[src/scpc_pkg.sv]
// ============================================================================
// scpc_pkg
// Shared types and constants for the sampler channel playback controller:
// event and result beats, configuration record, codes and fixed sizes.
// ============================================================================
package scpc_pkg;

    // Fixed sizes
    localparam int BLOCK_FRAMES  = 4096;
    localparam int POSITION_BITS = 24;
    localparam int FRAME_W       = 12;
    localparam int POS_W         = 24;
    localparam int VOL_W         = 16;
    localparam int VEL_W         = 7;

    // Frame wrap within one block (block length is a power of two)
    localparam logic [FRAME_W-1:0] FRAME_MASK = FRAME_W'(BLOCK_FRAMES - 1);
    // Play position bits kept from sample begin
    localparam logic [POS_W-1:0] POS_MASK = POS_W'((64'd1 << POSITION_BITS) - 64'd1);

    // Configuration port
    localparam int CFG_IDX_W  = 3;
    localparam int CFG_DATA_W = 24;

    localparam logic [CFG_IDX_W-1:0] CFG_PLAY_MODE      = 3'd0;
    localparam logic [CFG_IDX_W-1:0] CFG_VEL_SETS_VOL   = 3'd1;
    localparam logic [CFG_IDX_W-1:0] CFG_STOP_ON_HALT   = 3'd2;
    localparam logic [CFG_IDX_W-1:0] CFG_REC_AS_LOOPS   = 3'd3;
    localparam logic [CFG_IDX_W-1:0] CFG_SAMPLE_BEGIN   = 3'd4;

    // Play modes; the upper half are loop modes
    typedef enum logic [2:0] {
        MODE_SINGLE_BASIC   = 3'd0,
        MODE_SINGLE_PRESS   = 3'd1,
        MODE_SINGLE_RETRIG  = 3'd2,
        MODE_SINGLE_ENDLESS = 3'd3,
        MODE_LOOP_BASIC     = 3'd4,
        MODE_LOOP_ONCE      = 3'd5,
        MODE_LOOP_REPEAT    = 3'd6,
        MODE_LOOP_ONCE_BAR  = 3'd7
    } t_play_mode;

    // Play status
    typedef enum logic [1:0] {
        ST_OFF    = 2'd0,
        ST_PLAY   = 2'd1,
        ST_WAIT   = 2'd2,
        ST_ENDING = 2'd3
    } t_status;

    // Event operations
    typedef enum logic [3:0] {
        OP_PRESS      = 4'd0,
        OP_RELEASE    = 4'd1,
        OP_KILL       = 4'd2,
        OP_FIRST_BEAT = 4'd3,
        OP_BAR        = 4'd4,
        OP_SEQ_STOP   = 4'd5,
        OP_REC_ON     = 4'd6,
        OP_REC_OFF    = 4'd7,
        OP_REC_KILL   = 4'd8,
        OP_TOGGLE     = 4'd9,
        OP_LAST_FRAME = 4'd10,
        OP_QUANT_FIRE = 4'd11
    } t_op;

    // Configuration record
    typedef struct packed {
        t_play_mode       play_mode;
        logic             velocity_sets_volume;
        logic             stop_on_sequencer_halt;
        logic             recordings_as_loops;
        logic [POS_W-1:0] sample_begin;
    } t_cfg;

    // Input event beat
    typedef struct packed {
        logic [3:0]         operation;
        logic [FRAME_W-1:0] frame_delta;
        logic [VEL_W-1:0]   velocity;
        logic               clock_running;
        logic               can_quantize;
        logic               reading_actions;
        logic               recording_playing;
    } t_in_item;

    // Result beat
    typedef struct packed {
        logic [1:0]         play_status;
        logic [FRAME_W-1:0] start_offset;
        logic               rewind_pending;
        logic               position_reset;
        logic [POS_W-1:0]   reset_position;
        logic               volume_valid;
        logic [VOL_W-1:0]   volume;
        logic               clear_buffer;
        logic [FRAME_W-1:0] clear_from;
    } t_out_item;

endpackage

[src/scpc_cfg_regs.sv]
// ============================================================================
// scpc_cfg_regs
// Configuration register file. Takes one register write per beat and
// presents the settings as one record.
// ============================================================================
module scpc_cfg_regs (
    input  logic                              i_clk,
    input  logic                              i_rst_n,
    input  logic                              i_cfg_valid,
    input  logic [scpc_pkg::CFG_IDX_W-1:0]    i_cfg_index,
    input  logic [scpc_pkg::CFG_DATA_W-1:0]   i_cfg_data,
    output logic                              o_cfg_ready,
    output scpc_pkg::t_cfg                    o_cfg
);
    import scpc_pkg::*;

    t_cfg r_cfg;

    // always able to take a write
    assign o_cfg_ready = 1'b1;

    // register writes; unknown indexes are dropped
    always_ff @(posedge i_clk) begin
        if (!i_rst_n) begin
            r_cfg.play_mode              <= MODE_SINGLE_BASIC;
            r_cfg.velocity_sets_volume   <= 1'b0;
            r_cfg.stop_on_sequencer_halt <= 1'b1;
            r_cfg.recordings_as_loops    <= 1'b0;
            r_cfg.sample_begin           <= '0;
        end else if (i_cfg_valid && o_cfg_ready) begin
            case (i_cfg_index)
                CFG_PLAY_MODE:    r_cfg.play_mode <= t_play_mode'(i_cfg_data[2:0]);
                CFG_VEL_SETS_VOL: r_cfg.velocity_sets_volume <= i_cfg_data[0];
                CFG_STOP_ON_HALT: r_cfg.stop_on_sequencer_halt <= i_cfg_data[0];
                CFG_REC_AS_LOOPS: r_cfg.recordings_as_loops <= i_cfg_data[0];
                CFG_SAMPLE_BEGIN: r_cfg.sample_begin <= i_cfg_data[POS_W-1:0];
                default: ;
            endcase
        end
    end

    assign o_cfg = r_cfg;

endmodule

[src/scpc_event_core.sv]
// ============================================================================
// scpc_event_core
// Channel play state (status, start offset, pending quantized action) and
// the single-pass event logic that updates it and forms the result beat.
// ============================================================================
module scpc_event_core (
    input  logic                 i_clk,
    input  logic                 i_rst_n,
    input  logic                 i_step,
    input  scpc_pkg::t_in_item   i_item,
    input  scpc_pkg::t_cfg       i_cfg,
    output scpc_pkg::t_out_item  o_result
);
    import scpc_pkg::*;

    typedef enum logic [1:0] {
        PA_NONE   = 2'd0,
        PA_PLAY   = 2'd1,
        PA_REWIND = 2'd2
    } t_pending;

    t_status            r_status,  n_status;
    logic [FRAME_W-1:0] r_offset,  n_offset;
    t_pending           r_pending, n_pending;

    // floor(vel * 32768 / 127): 32768 = 127 * 258 + 2
    function automatic logic [VOL_W-1:0] vel_to_volume(input logic [VEL_W-1:0] vel);
        logic [VEL_W:0]   twice;
        logic [VOL_W-1:0] base;
        logic [1:0]       corr;
        twice = {vel, 1'b0};
        base  = VOL_W'({9'd0, vel} * 16'd258);
        if (twice >= 8'd254) begin
            corr = 2'd2;
        end else if (twice >= 8'd127) begin
            corr = 2'd1;
        end else begin
            corr = 2'd0;
        end
        return base + VOL_W'(corr);
    endfunction

    // event decode and state update
    always_comb begin
        logic [FRAME_W-1:0] frame;
        logic               is_loop;
        logic               rec_ok;
        logic               press_en;
        logic               manual;
        logic               release_en;
        logic               kill_en;
        logic [VEL_W-1:0]   vel;
        logic               rew;
        logic               pos_reset;
        logic               vol_valid;
        logic [VOL_W-1:0]   volume;
        logic               clr;
        logic [FRAME_W-1:0] clr_from;

        frame      = i_item.frame_delta & FRAME_MASK;
        is_loop    = i_cfg.play_mode[2];
        rec_ok     = i_item.reading_actions && !is_loop;
        manual     = (i_item.operation == OP_PRESS);
        press_en   = manual || (i_item.operation == OP_REC_ON && rec_ok);
        release_en = (i_item.operation == OP_RELEASE) ||
                     (i_item.operation == OP_REC_OFF && rec_ok);
        kill_en    = (i_item.operation == OP_KILL) ||
                     (i_item.operation == OP_REC_KILL && rec_ok);
        vel        = manual ? i_item.velocity : 7'd127;

        n_status  = r_status;
        n_offset  = r_offset;
        n_pending = r_pending;
        rew       = 1'b0;
        pos_reset = 1'b0;
        vol_valid = 1'b0;
        volume    = '0;
        clr       = 1'b0;
        clr_from  = '0;

        if (press_en) begin
            case (r_status)
                ST_OFF: begin
                    n_offset = frame;
                    if (is_loop) begin
                        n_status = ST_WAIT;
                    end else begin
                        if (i_cfg.velocity_sets_volume) begin
                            vol_valid = 1'b1;
                            volume    = vel_to_volume(vel);
                        end
                        if (i_item.can_quantize && manual) begin
                            n_pending = PA_PLAY;
                        end else begin
                            n_status = ST_PLAY;
                        end
                    end
                end
                ST_PLAY: begin
                    if (i_cfg.play_mode == MODE_SINGLE_RETRIG) begin
                        if (i_item.can_quantize && manual) begin
                            n_pending = PA_REWIND;
                        end else begin
                            // rewind of a playing channel
                            n_pending = PA_NONE;
                            rew       = 1'b1;
                            n_offset  = frame;
                        end
                        n_status = ST_PLAY;
                    end else if (is_loop || i_cfg.play_mode == MODE_SINGLE_ENDLESS) begin
                        n_status = ST_ENDING;
                    end else begin
                        if (i_cfg.play_mode == MODE_SINGLE_BASIC) begin
                            n_pending = PA_NONE;
                            rew       = 1'b1;
                            n_offset  = frame;
                        end
                        n_status = ST_OFF;
                    end
                end
                ST_WAIT: n_status = ST_OFF;
                default: n_status = ST_PLAY;
            endcase
        end else if (release_en) begin
            if (i_cfg.play_mode == MODE_SINGLE_PRESS) begin
                if (r_status == ST_PLAY) begin
                    n_status  = ST_OFF;
                    pos_reset = 1'b1;
                    clr       = (frame != '0);
                    clr_from  = frame;
                end else begin
                    n_pending = PA_NONE;
                end
            end
        end else if (kill_en) begin
            n_status  = ST_OFF;
            pos_reset = 1'b1;
            clr       = (frame != '0);
            clr_from  = frame;
        end else begin
            case (i_item.operation)
                OP_FIRST_BEAT: begin
                    if (i_item.clock_running) begin
                        if (r_status == ST_PLAY) begin
                            if (is_loop) begin
                                n_pending = PA_NONE;
                                rew       = 1'b1;
                                n_offset  = frame;
                            end
                        end else if (r_status == ST_WAIT) begin
                            n_offset = frame;
                            n_status = ST_PLAY;
                        end else if (r_status == ST_ENDING) begin
                            if (is_loop) begin
                                n_status  = ST_OFF;
                                pos_reset = 1'b1;
                                clr       = (frame != '0);
                                clr_from  = frame;
                            end
                        end
                    end
                end
                OP_BAR: begin
                    if (r_status == ST_PLAY && i_cfg.play_mode == MODE_LOOP_REPEAT) begin
                        n_pending = PA_NONE;
                        rew       = 1'b1;
                        n_offset  = frame;
                    end else if (r_status == ST_WAIT &&
                                 i_cfg.play_mode == MODE_LOOP_ONCE_BAR) begin
                        n_status = ST_PLAY;
                        n_offset = frame;
                    end
                end
                OP_SEQ_STOP: begin
                    if (r_status == ST_WAIT) begin
                        if (is_loop) begin
                            n_status = ST_OFF;
                        end
                    end else if (r_status == ST_PLAY) begin
                        if (i_cfg.stop_on_sequencer_halt &&
                            (is_loop || i_item.reading_actions)) begin
                            // kill at block start: nothing to clear
                            n_status  = ST_OFF;
                            pos_reset = 1'b1;
                        end
                    end
                end
                OP_TOGGLE: begin
                    if (i_item.clock_running && i_item.recording_playing &&
                        !i_cfg.recordings_as_loops) begin
                        n_status  = ST_OFF;
                        pos_reset = 1'b1;
                    end
                end
                OP_LAST_FRAME: begin
                    if (r_status == ST_PLAY) begin
                        if (i_cfg.play_mode == MODE_SINGLE_BASIC ||
                            i_cfg.play_mode == MODE_SINGLE_PRESS ||
                            i_cfg.play_mode == MODE_SINGLE_RETRIG ||
                            (is_loop && !i_item.clock_running)) begin
                            n_status = ST_OFF;
                        end else if (i_cfg.play_mode == MODE_LOOP_ONCE ||
                                     i_cfg.play_mode == MODE_LOOP_ONCE_BAR) begin
                            n_status = ST_WAIT;
                        end
                    end else if (r_status == ST_ENDING) begin
                        if (i_cfg.play_mode == MODE_LOOP_ONCE ||
                            i_cfg.play_mode == MODE_LOOP_ONCE_BAR) begin
                            n_status = ST_WAIT;
                        end else begin
                            n_status = ST_OFF;
                        end
                    end
                end
                OP_QUANT_FIRE: begin
                    case (r_pending)
                        PA_PLAY: begin
                            n_pending = PA_NONE;
                            n_offset  = frame;
                            n_status  = ST_PLAY;
                        end
                        PA_REWIND: begin
                            n_pending = PA_NONE;
                            if (r_status == ST_PLAY || r_status == ST_ENDING) begin
                                rew      = 1'b1;
                                n_offset = frame;
                            end else begin
                                pos_reset = 1'b1;
                            end
                        end
                        default: n_pending = PA_NONE;
                    endcase
                end
                default: ;
            endcase
        end

        // result beat
        o_result.play_status    = n_status;
        o_result.start_offset   = n_offset;
        o_result.rewind_pending = rew;
        o_result.position_reset = pos_reset;
        o_result.reset_position = pos_reset ? (i_cfg.sample_begin & POS_MASK) : '0;
        o_result.volume_valid   = vol_valid;
        o_result.volume         = volume;
        o_result.clear_buffer   = clr;
        o_result.clear_from     = clr ? clr_from : '0;
    end

    // play state
    always_ff @(posedge i_clk) begin
        if (!i_rst_n) begin
            r_status  <= ST_OFF;
            r_offset  <= '0;
            r_pending <= PA_NONE;
        end else if (i_step) begin
            r_status  <= n_status;
            r_offset  <= n_offset;
            r_pending <= n_pending;
        end
    end

endmodule

[src/sample_channel_play_control_core.sv]
// ============================================================================
// sample_channel_play_control_core
// Playback controller for one sampler channel: event beats in, one result
// beat out per event.
// ============================================================================
// Usage:
//   Event channel: i_in_valid / i_in_data / o_in_stall. A beat is taken on
//   a rising edge with valid high and stall low.
//   Result channel: o_out_valid / o_out_data / i_out_stall, same rule.
//   Every event gives exactly one result beat, in order.
//   Config channel: i_cfg_valid / o_cfg_ready / i_cfg_index / i_cfg_data;
//   write registers only while no event is in flight.
//   Path: an accepted event goes through the input register, one pass of
//   event logic and the result register.
//   Throughput: one event per cycle while i_out_stall is low; the event
//   logic is one combinational pass between the input and result registers.
//   Stall: while the result register holds a beat under i_out_stall, one
//   more event may sit in the input register; after that o_in_stall rises.
//   Reset (i_rst_n low, synchronous): both registers empty, channel off,
//   offset 0, no pending action, configuration at its reset values.
// ============================================================================
module sample_channel_play_control_core (
    input  logic                              i_clk,
    input  logic                              i_rst_n,
    input  logic                              i_in_valid,
    input  scpc_pkg::t_in_item                i_in_data,
    output logic                              o_in_stall,
    output logic                              o_out_valid,
    output scpc_pkg::t_out_item               o_out_data,
    input  logic                              i_out_stall,
    input  logic                              i_cfg_valid,
    output logic                              o_cfg_ready,
    input  logic [scpc_pkg::CFG_IDX_W-1:0]    i_cfg_index,
    input  logic [scpc_pkg::CFG_DATA_W-1:0]   i_cfg_data
);
    import scpc_pkg::*;

    t_cfg      w_cfg;
    t_out_item w_result;

    logic      r_in_valid;
    t_in_item  r_in;
    logic      r_out_valid;
    t_out_item r_out;
    logic      w_advance;

    // configuration registers
    scpc_cfg_regs u_cfg (
        .i_clk       (i_clk),
        .i_rst_n     (i_rst_n),
        .i_cfg_valid (i_cfg_valid),
        .i_cfg_index (i_cfg_index),
        .i_cfg_data  (i_cfg_data),
        .o_cfg_ready (o_cfg_ready),
        .o_cfg       (w_cfg)
    );

    // event logic and channel state
    scpc_event_core u_core (
        .i_clk    (i_clk),
        .i_rst_n  (i_rst_n),
        .i_step   (w_advance),
        .i_item   (r_in),
        .i_cfg    (w_cfg),
        .o_result (w_result)
    );

    // move the held event into the result register when it has room
    assign w_advance  = r_in_valid && (!r_out_valid || !i_out_stall);
    assign o_in_stall = r_in_valid && !w_advance;

    // input register
    always_ff @(posedge i_clk) begin
        if (!i_rst_n) begin
            r_in_valid <= 1'b0;
        end else if (!o_in_stall) begin
            r_in_valid <= i_in_valid;
        end
    end

    always_ff @(posedge i_clk) begin
        if (!o_in_stall && i_in_valid) begin
            r_in <= i_in_data;
        end
    end

    // result register
    always_ff @(posedge i_clk) begin
        if (!i_rst_n) begin
            r_out_valid <= 1'b0;
        end else if (w_advance) begin
            r_out_valid <= 1'b1;
        end else if (!i_out_stall) begin
            r_out_valid <= 1'b0;
        end
    end

    always_ff @(posedge i_clk) begin
        if (w_advance) begin
            r_out <= w_result;
        end
    end

    assign o_out_valid = r_out_valid;
    assign o_out_data  = r_out;

endmodule

[config.mk]
export PLATFORM = sky130hd
export DESIGN_NAME = sample_channel_play_control_core
export DESIGN_NICKNAME = d
export VERILOG_FILES = /design/src/scpc_pkg.sv /design/src/scpc_cfg_regs.sv /design/src/scpc_event_core.sv /design/src/sample_channel_play_control_core.sv
export SDC_FILE = /design/constraint.sdc
export NUM_CORES = 1
export LEC_CHECK = 0
export BUFFER_PORTS_ARGS = -buffer_cell sky130_fd_sc_hd__buf_4
export CORE_MARGIN = 1.5
export CORE_UTILIZATION = 49
export DETAILED_ROUTE_END_ITERATION = 6
export PLACE_DENSITY = 0.82
export SKIP_CTS_REPAIR_TIMING = 1
export SLEW_MARGIN = 20
export SYNTH_ARGS = -nofsm -noshare
export SYNTH_HDL_FRONTEND = slang
export SYNTH_SLANG_ARGS = --single-unit
[constraint.sdc]
create_clock -name i_clk -period 3.2 [get_ports i_clk]
set_clock_uncertainty 0.15 [all_clocks]
set_input_delay 0.64 -clock i_clk [delete_from_list [all_inputs] [get_ports i_clk]]
set_output_delay 0.64 -clock i_clk [all_outputs]
set_load 0.1 [all_outputs]
==> results.json, run 1 <==
{
  "fin_crit_ns": 2.82,
  "rsz0062_at_grt": "false",
  "r2r-end": "u_core.r_offset[1]$_SDFFE_PN0P_",
  "finalSetupViolCount": 0,
  "hold_end": "r_in[3]$_DFFE_PP_",
  "worstHoldStart": "i_in_data[3]",
  "drc": 0,
  "status": "finished, final reports clean",
  "syn_inst": 565,
  "grt_pass1_wl_um": 22300,
  "path_clk_slew_ns": 0.06,
  "utilization_pct": 63.8,
  "place_area_sq_mm": 0.00749,
  "die_h_um": 117,
  "wl_met2_um": 7300,
  "cap_violations": 0,
  "seq_area_frac_synth_pct": 60.7,
  "yosys_warnings": 0,
  "final_nets": 754,
  "grt_pass1_vias": 4432,
  "syn_nets": 628,
  "grt_usage_pct": 21.6,
  "top_layer": "met4",
  "mostFrequentLayoutCell": "buf_4",
  "insertion_delay_ns": 0.42,
  "vias": 4863,
  "p_per_area_mw_per_mm2": 575,
  "tritoncts": "done",
  "slowest_stage": "edfxtp_1",
  "dpl.hpwl_um": 10500,
  "tns_ns": 0,
  "combPwrFrac_pct": 13.0,
  "synth_area_sq_mm": 0.00639,
  "async_flop_share_pct": 0,
  "p_sw_share_pct": 27.3,
  "synthFlopType": "edfxtp_1",
  "start_util_pct": 50.4,
  "cts_root_buffer": "clkbuf_16",
  "finalCritPeriodShare_pct": 88.1,
  "clk_path_buf_depth": 2,
  "port_buffers": 130,
  "antenna_found_initial": 0,
  "clock-sinks": 145,
  "reg2reg_slack_ns": 0.38,
  "grt_max_degree": 54,
  "hold_path_depth": 1,
  "max_freq_ghz": 0.355,
  "path_cells": "or2_0 -> a21o_1 -> o21ai_1 -> o311ai_0 -> o22ai_2",
  "max_stage_delay_ns": 0.66,
  "leakage_nw": 3.10,
  "synth_edf_count": 97,
  "wl_um": 14700,
  "post-synth-top-area-cell": "edfxtp_1",
  "numCtsBuffers": 17,
  "cp-end-kind": "flop",
  "detail_route.wl_per_cell_um": 16.8,
  "fin_area_sq_mm": 0.00808,
  "htree_levels": 4,
  "ant_nets": 0,
  "worstSetupPathType": "flop to flop",
  "io-pin-count": 132,
  "gr-total-overflow": 0,
  "regToRegStartpoint": "r_in[23]$_DFFE_PP_",
  "drtPass1Iterations": 5,
  "synth-seq-cells": 145,
  "p_switching_mw": 1.27,
  "fillers": 950,
  "critPathArrivalTime_ns": 2.95,
  "core_sq_mm": 0.0127,
  "rows": 41,
  "layout-drive-gt1-share_pct": 27.0,
  "ys_top_cells_by_area": "edfxtp_1 46%, dfxtp_1 15%, and2_1 4.1%",
  "yosysTopAreaCellShare_pct": 45.6,
  "final_hold_viol_count": 0,
  "area_growth_pct": 26.6,
  "drv_slew": 0,
  "worst-path-max-fanout": 17,
  "tightest_slew_ns": 0.946,
  "drtIter0Drc": 456,
  "route.met3.wl_um": 1040,
  "synth_cell_types": 72,
  "avgSynthCellArea_sq_um": 11.3,
  "p_clk_share_pct": 41.2,
  "die-area_sq_mm": 0.0137,
  "irDropWorstVdd_uv": 375,
  "cp-start-kind": "flop",
  "detail_route.vias_per_cell": 5.55,
  "r2r_cells": 5,
  "cp.required_ns": 3.34,
  "gp_congestion": 0.957,
  "p_int_mw": 3.38,
  "die_x_um": 117,
  "wirelength_met1_um": 6080,
  "p_seq_share_pct": 45.8,
  "hp-class": "input port to flop",
  "maxSlewHeadroom_pct": 36.7,
  "n_antenna_cell": 0,
  "final_cell_mix": "141 x buf_4, 97 x edfxtp_1, 70 x nand2_1"
}
## worst max-delay path by stage
stage                            start                              end  cells past startpoint
floorplan                  i_out_stall                r_in[0]$_DFFE_PP_                      2
global placement    r_in[23]$_DFFE_PP_     o_out_data[18]$_SDFFCE_PP0P_                     10
detailed placement  r_in[23]$_DFFE_PP_     o_out_data[18]$_SDFFCE_PP0P_                     10
CTS                 r_in[23]$_DFFE_PP_     o_out_data[18]$_SDFFCE_PP0P_                     10
global route        r_in[23]$_DFFE_PP_     o_out_data[18]$_SDFFCE_PP0P_                     10
finish              r_in[23]$_DFFE_PP_  u_core.r_offset[1]$_SDFFE_PN0P_                      5
## state kept, by name, indices dropped and copies added (netlist names)
register and count:
o_out_valid 1, u_cfg.o_cfg 30, u_core.r_pending 2, o_out_data 70, u_core.r_offset 12, u_core.r_status 2, r_in 27, r_in_valid 1
## layer usage
| layer | GRT usage (%) | up-vias |
|---|---|---|
| met2 | 34.7 | 227 |
| met4 | 7.55 | 0 |
| li1 | - | 2331 |
| met1 | 28.6 | 2278 |
| met3 | 5.56 | 27 |
| met5 | 0 | - |
## metrics by stage
stage	setup WS, ns	total power [mW]	std cells	hold WS [ns]
6_report	0.382	4.65	876	0.248
3_3_place_gp	0.648	2.76	844	0.287
5_1_grt	0.239	4.80	876	0.223
4_1_cts	0.484	4.67	876	0.231
3_5_place_dp	0.492	2.77	844	0.295
2_1_floorplan	0.0777	2.60	565	0.282
## critical path: cells and delay by family, from the launching register on
kind               cells  cell delay [ns]
AOI/OAI and AO/OA      4             1.50
DFF                    1             0.66
and+or+nand+nor        1             0.37
## final cells by class
class	instances	area, sq um	area share, %
clock buffers	19	464	5.74
inverters	22	86.3	1.07
flip-flops and latches	145	3870	47.9
clock inverters	13	125	1.55
well taps	172	215	2.66
multi-input cells	364	2260	28.0
repair buffers	141	1060	13.1
## power by group through the flow
stage / Clock, mW / Sequential (mW) / Combinational (mW)
after floorplan: 0 / 2.44 / 0.157
after global placement: 0 / 2.17 / 0.594
after detailed placement: 0 / 2.17 / 0.602
after CTS: 1.94 / 2.13 / 0.604
after global routing: 2.03 / 2.14 / 0.632
final: 1.91 / 2.13 / 0.603
## cell families (layout without fill, tap and decap cells)
| kind of cell | Yosys count | count (layout) | synth area share [%] |
|---|---|---|---|
| flops | 145 | 145 | 60.7 |
| simple gates | 215 | 215 | 18.0 |
| mux | 7 | 7 | 1.10 |
| xor+xnor | 3 | 3 | 0.412 |
| compound gates | 134 | 134 | 15.0 |
| buf+inv | 56 | 195 | 4.00 |
| other cells | 1 | 1 | 0.0587 |
| fa+ha+maj | 4 | 4 | 0.784 |
## synthesized netlist by cell type (4+ instances only)
library cell	n
a21oi_1	41
o22ai_1	14
mux2i_1	7
edfxtp_1	97
a22o_1	12
nor3_1	5
nor2_1	39
a31oi_1	5
nor2b_1	5
and2_1	42
nand3b_1	4
dfxtp_1	48
ha_1	4
nand2_1	70
nand2b_1	6
o311ai_0	11
o31ai_1	5
a21o_1	4
nand3_1	8
buf_6	4
nand4_1	4
buf_2	9
clkbuf_1	20
inv_1	22
o21ai_0	9
No activity file was read; power rests on OpenSTA's default activity.
==> run 2: changes to the inputs <==
--- a/config.mk
+++ b/config.mk
@@ -6,12 +6,13 @@
 export NUM_CORES = 1
 export LEC_CHECK = 0
 export BUFFER_PORTS_ARGS = -buffer_cell sky130_fd_sc_hd__buf_4
-export CORE_MARGIN = 1.5
-export CORE_UTILIZATION = 49
+export CORE_MARGIN = 2
+export CORE_UTILIZATION = 50
 export DETAILED_ROUTE_END_ITERATION = 6
-export PLACE_DENSITY = 0.82
+export PLACE_DENSITY = 0.83
 export SKIP_CTS_REPAIR_TIMING = 1
 export SLEW_MARGIN = 20
 export SYNTH_ARGS = -nofsm -noshare
 export SYNTH_HDL_FRONTEND = slang
+export SYNTH_HIERARCHICAL = 1
 export SYNTH_SLANG_ARGS = --single-unit
==> results.json, run 2 <==
{
  "hold_ws_ns": 0.235,
  "yosys_warnings": 6,
  "synth_common_cells": "97 x edfxtp_1, 96 x nand2_1, 48 x dfxtp_1, 33 x mux2i_1, 27 x and2_1",
  "worstSetupPathType": "flop to flop",
  "die-area_sq_mm": 0.0147,
  "drc": 0,
  "grt_usage_pct": 23.1,
  "rsz0062_at_grt": "false",
  "final_nets": 794,
  "drtPass1Iterations": 7,
  "worst_slack_ns": 0.289,
  "finalCritPeriodShare_pct": 91.0,
  "post-synth-top-area-cell": "edfxtp_1",
  "ant_nets": 0,
  "tritoncts": "done",
  "ys_top_cells_by_area": "edfxtp_1 42%, dfxtp_1 14%, nand2_1 5.2%",
  "mostFrequentLayoutCell": "buf_4",
  "tns_ns": 0,
  "finalSetupViolCount": 0,
  "io-pin-count": 132,
  "rows": 42,
  "grt_max_degree": 99,
  "start_util_pct": 51.6,
  "wl_um": 16300,
  "antenna_found_initial": 0,
  "detail_route.wl_per_cell_um": 17.7,
  "yosysMostFrequentCell": "edfxtp_1",
  "path_clk_slew_ns": 0.06,
  "yosysTopAreaCellShare_pct": 42.3,
  "critPathArrivalTime_ns": 2.91,
  "htree_levels": 4,
  "cts_root_buffer": "clkbuf_16",
  "gp_congestion": 0.945,
  "area_growth_pct": 24.0,
  "die_x_um": 121,
  "irDropWorstVdd_uv": 322,
  "leakage_nw": 3.24,
  "grt_pass1_wl_um": 26000,
  "cp-end-kind": "flop",
  "avgSynthCellArea_sq_um": 11.4,
  "slowest_stage": "a21boi_0",
  "port_buffers": 130,
  "drtIter0Drc": 412,
  "synth_cell_types": 80,
  "worst-path-max-fanout": 10,
  "synth_area_sq_mm": 0.00689,
  "max_freq_ghz": 0.344,
  "synthFlopType": "edfxtp_1",
  "final_hold_viol_count": 0,
  "largest_reg_flops": 70,
  "vias": 5280,
  "syn_nets": 666,
  "n_antenna_cell": 0,
  "numCtsBuffers": 17,
  "fin_crit_ns": 2.91,
  "final_cell_mix": "151 x buf_4, 97 x edfxtp_1, 96 x nand2_1",
  "seq_area_frac_synth_pct": 56.2,
  "die_h_um": 121,
  "p_per_area_mw_per_mm2": 548,
  "async_flop_share_pct": 0,
  "syn_inst": 602,
  "cp-start-kind": "flop",
  "cp_common_cell": "ha_1",
  "post-place-ws_ns": 0.324,
  "synth_edf_count": 97,
  "synth-seq-cells": 145,
  "clock-sinks": 145,
  "status": "finished, final reports clean",
  "clk_path_buf_depth": 2,
  "insertion_delay_ns": 0.43,
  "path_cells": "and4_1 -> and3_1 -> a21o_1 -> ha_1 -> ha_1 -> a21boi_0 -> xor2_1 -> nor2_1",
  "tightest_slew_ns": 0.595,
  "dpl.hpwl_um": 11300,
  "max_stage_delay_ns": 0.48,
  "cap_violations": 0,
  "hp-class": "input port to flop",
  "cp.required_ns": 3.20,
  "grt_pass1_vias": 5130,
  "detail_route.vias_per_cell": 5.75,
  "layout-drive-gt1-share_pct": 27.7,
  "maxSlewHeadroom_pct": 60.3,
  "gr-total-overflow": 0,
  "drv_slew": 0,
  "core_sq_mm": 0.0133
}
[run 2: cell count changes after synthesis, moves of 6 or more]
cell,change
a21oi_1,-26
and2_1,-15
and3_1,+17
clkbuf_8,+7
inv_1,-9
mux2i_1,+26
nand2_1,+26
nand3b_1,+14
nor2_1,-21
o21ai_0,+6
o221ai_1,+11
o22ai_1,-13
o311ai_0,-10
[run 2: worst max-delay path: cells and delay by family (launching register included)]
kind / cells / cell delay, ns
compound gates: 2 / 0.67
flops: 1 / 0.42
simple gates: 3 / 0.59
fa+ha+maj: 2 / 0.59
xor+xnor: 1 / 0.22
[run 2: final cells by class]
type	instances	area [sq um]
clock buffer	20	447
inverter	13	48.8
clock inverter	12	110
sequential	145	3870
fill	1111	4800
tap	176	220
multi-input combinational	401	2690
timing repair buffer	152	1150
[run 2: metal layers]
layer / up-vias / GRT usage [%] / part of all wire [%]
met5: - / 0 / 0
met4: 0 / 9.63 / 1.8
met3: 22 / 7.14 / 8.6
met2: 222 / 38.3 / 50
met1: 2541 / 27.9 / 40
li1: 2495 / - / -
[run 2: logic make-up after synthesis]
kind of cell	share of synthesized area, %
compound gates	11.8
xor+xnor	0.381
fa+ha+maj	0.908
buf+inv	5.19
flops	56.2
mux	4.79
other cells	0.0544
simple gates	20.7
[run 2: worst paths after layout]
kind / depth (start not counted) / from / to / slack (ns)
worst min-delay path: 1 / i_in_data[16] / r_in[16]$_DFFE_PP_ / 0.23
worst min register to register: 2 / u_cfg/o_cfg[11]$_SDFFE_PN0P_ / u_cfg/o_cfg[11]$_SDFFE_PN0P_ / 0.30
worst max-delay path: 8 / r_in[6]$_DFFE_PP_ / o_out_data[20]$_DFFE_PP_ / 0.29
worst max register to register: 8 / r_in[6]$_DFFE_PP_ / o_out_data[20]$_DFFE_PP_ / 0.29
[run 2: metrics by stage]
stage / cells / power [mW] / util (%) / area [sq um]
2_1_floorplan: 602 / 2.68 / - / 6900
3_3_place_gp: 887 / 2.85 / 59.8 / 7990
3_5_place_dp: 887 / 2.87 / 59.8 / 7990
4_1_cts: 919 / 4.71 / 64.0 / 8540
5_1_grt: 919 / 4.84 / 64.0 / 8540
6_report: 919 / 4.68 / 64.0 / 8540
[run 2: report_power, final]
group	switching [mW]	total (mW)	internal, mW
clock	0.759	1.85	1.09
combinational	0.506	0.694	0.188
sequential	0.0514	2.14	2.08
==> run 3: changes to the inputs <==
--- a/config.mk
+++ b/config.mk
@@ -9,7 +9,7 @@
 export CORE_MARGIN = 2
 export CORE_UTILIZATION = 50
 export DETAILED_ROUTE_END_ITERATION = 6
-export PLACE_DENSITY = 0.83
+export PLACE_DENSITY = 0.77
 export SKIP_CTS_REPAIR_TIMING = 1
 export SLEW_MARGIN = 20
 export SYNTH_ARGS = -nofsm -noshare
==> results.json, run 3 (synthesized netlist as in run 2, its figures left out) <==
{
  "hp-class": "input port to flop",
  "use_met2_pct": 35.1,
  "antenna_found_initial": 0,
  "max_stage_delay_ns": 0.55,
  "leakage_nw": 3.22,
  "reg2reg_slack_ns": 0.20,
  "fin_area_sq_mm": 0.00851,
  "insertion_delay_ns": 0.42,
  "finalSetupViolCount": 0,
  "r2r-end": "o_out_data[22]$_DFFE_PP_",
  "layout-drive-gt1-share_pct": 27.5,
  "fin_crit_ns": 3.00,
  "detail_route.wl_per_cell_um": 16.7,
  "grt_busiest_layer": "met2",
  "slowest_stage": "a21boi_0",
  "drtPass1Iterations": 5,
  "p_sw_share_pct": 28.1,
  "path_clk_slew_ns": 0.06,
  "worstSetupPathType": "flop to flop",
  "final_cell_mix": "151 x buf_4, 97 x edfxtp_1, 96 x nand2_1",
  "die_h_um": 121,
  "finalCritPeriodShare_pct": 93.6,
  "regToRegStartpoint": "r_in[6]$_DFFE_PP_",
  "grt_pass1_vias": 5068,
  "wl_um": 15300,
  "irDropWorstVdd_uv": 292,
  "drc": 0,
  "core_sq_mm": 0.0133,
  "met3_usage_pct": 7.19,
  "io-pin-count": 132,
  "die_x_um": 121,
  "gr-usage-met1_pct": 25.8,
  "numCtsBuffers": 17,
  "critPathArrivalTime_ns": 2.99,
  "place_area_sq_mm": 0.00797,
  "rows": 42,
  "drtIter0Drc": 341,
  "p_seq_share_pct": 46.0,
  "tritoncts": "done",
  "cp-start-kind": "flop",
  "gp_congestion": 0.923,
  "final_nets": 793,
  "vias": 5119,
  "grt_pass1_wl_um": 24500,
  "detail_route.vias_per_cell": 5.58,
  "fillers": 1083,
  "path_cells": "and4_1 -> and3_1 -> a21o_1 -> ha_1 -> ha_1 -> a21boi_0 -> nand2_1 -> nand2_1 -> a21oi_1",
  "p_per_area_mw_per_mm2": 545,
  "dp_cells": 886,
  "maxSlewHeadroom_pct": 33.8,
  "clock-sinks": 145,
  "largest_reg_flops": 70,
  "drv_slew": 0,
  "utilization_pct": 63.8,
  "die-area_sq_mm": 0.0147,
  "p_clk_share_pct": 39.1,
  "cts_root_buffer": "clkbuf_16",
  "n_antenna_cell": 0,
  "crit_end": "o_out_data[22]$_DFFE_PP_",
  "clk_path_buf_depth": 2,
  "grt_max_degree": 41,
  "max_freq_ghz": 0.334,
  "rsz0062_at_grt": "false",
  "combPwrFrac_pct": 14.9,
  "htree_levels": 4,
  "r2r_cells": 9,
  "gr-total-overflow": 0,
  "port_buffers": 130,
  "dpl.hpwl_um": 10700,
  "status": "finished, final reports clean",
  "mostFrequentLayoutCell": "buf_4",
  "cp.required_ns": 3.20,
  "worst-path-max-fanout": 10,
  "cap_violations": 0,
  "final_hold_viol_count": 0,
  "tightest_slew_ns": 0.989,
  "startpoint": "r_in[6]$_DFFE_PP_",
  "hold_ws_ns": 0.240,
  "p_int_mw": 3.34,
  "ant_nets": 0,
  "cp-end-kind": "flop",
  "grt_usage_pct": 21.6,
  "p_switching_mw": 1.30,
  "tns_ns": 0,
  "instances_no_fill": 918,
  "area_growth_pct": 23.5,
  "start_util_pct": 51.6
}
run 3: changes by cell type in the layout (fill, tap and decap cells not counted), sizes merged:
cell | previous run | this run
buf | 152 | 151
clkbuf | 20 | 19
clkinv | 6 | 5
clkinvlp | 3 | 4
inv | 15 | 16
run 3: area by class of cell:
cell class | count | area (sq um) | area share, %
Tap cell | 176 | 220 | 2.59
Multi-Input combinational cell | 401 | 2690 | 31.6
Inverter | 13 | 48.8 | 0.573
Sequential cell | 145 | 3870 | 45.5
Timing Repair Buffer | 151 | 1130 | 13.3
Clock buffer | 19 | 433 | 5.09
Clock inverter | 13 | 113 | 1.32
run 3: worst max-delay path: cells and delay by family, from the launching register on:
| family | cells | cell delay (ns) |
|---|---|---|
| AO/OA/AOI/OAI | 3 | 0.81 |
| AND/OR/NAND/NOR | 4 | 0.74 |
| adder cells (fa/ha/maj) | 2 | 0.61 |
| flip-flops | 1 | 0.41 |
run 3: stage by stage:
step / power [mW] / setup slack (ns)
6_report: 4.64 / 0.205
3_3_place_gp: 2.85 / 0.359
5_1_grt: 4.79 / 0.0369
2_1_floorplan: 2.68 / 0.137
3_5_place_dp: 2.86 / 0.281
4_1_cts: 4.68 / 0.251
run 3: power by group through the flow:
stage | Combinational [mW] | Clock (mW) | Sequential (mW)
after global routing | 0.725 | 1.92 | 2.14
after global placement | 0.681 | 0 | 2.17
after CTS | 0.690 | 1.85 | 2.13
after floorplan | 0.211 | 0 | 2.47
after detailed placement | 0.689 | 0 | 2.17
final | 0.689 | 1.81 | 2.14
run 3: metal layers:
metal	vias up	share of wire (%)
met4	0	2.5
met2	206	48
met1	2387	41
li1	2492	-
met5	-	0
met3	34	8.3
run 3: how the worst min path moves through the flow:
stage / from / endpoint / slack, ns / cells after the start
finish: i_in_data[16] / r_in[16]$_DFFE_PP_ / 0.24 / 1
global route: i_in_data[17] / r_in[17]$_DFFE_PP_ / 0.22 / 1
CTS: i_in_data[16] / r_in[16]$_DFFE_PP_ / 0.22 / 1
detailed placement: u_cfg/o_cfg[5]$_SDFFE_PN0P_ / u_cfg/o_cfg[5]$_SDFFE_PN0P_ / 0.29 / 2
global placement: u_cfg/o_cfg[9]$_SDFFE_PN0P_ / u_cfg/o_cfg[9]$_SDFFE_PN0P_ / 0.29 / 2
floorplan: u_cfg/o_cfg[0]$_SDFFE_PN0P_ / u_cfg/o_cfg[0]$_SDFFE_PN0P_ / 0.28 / 2
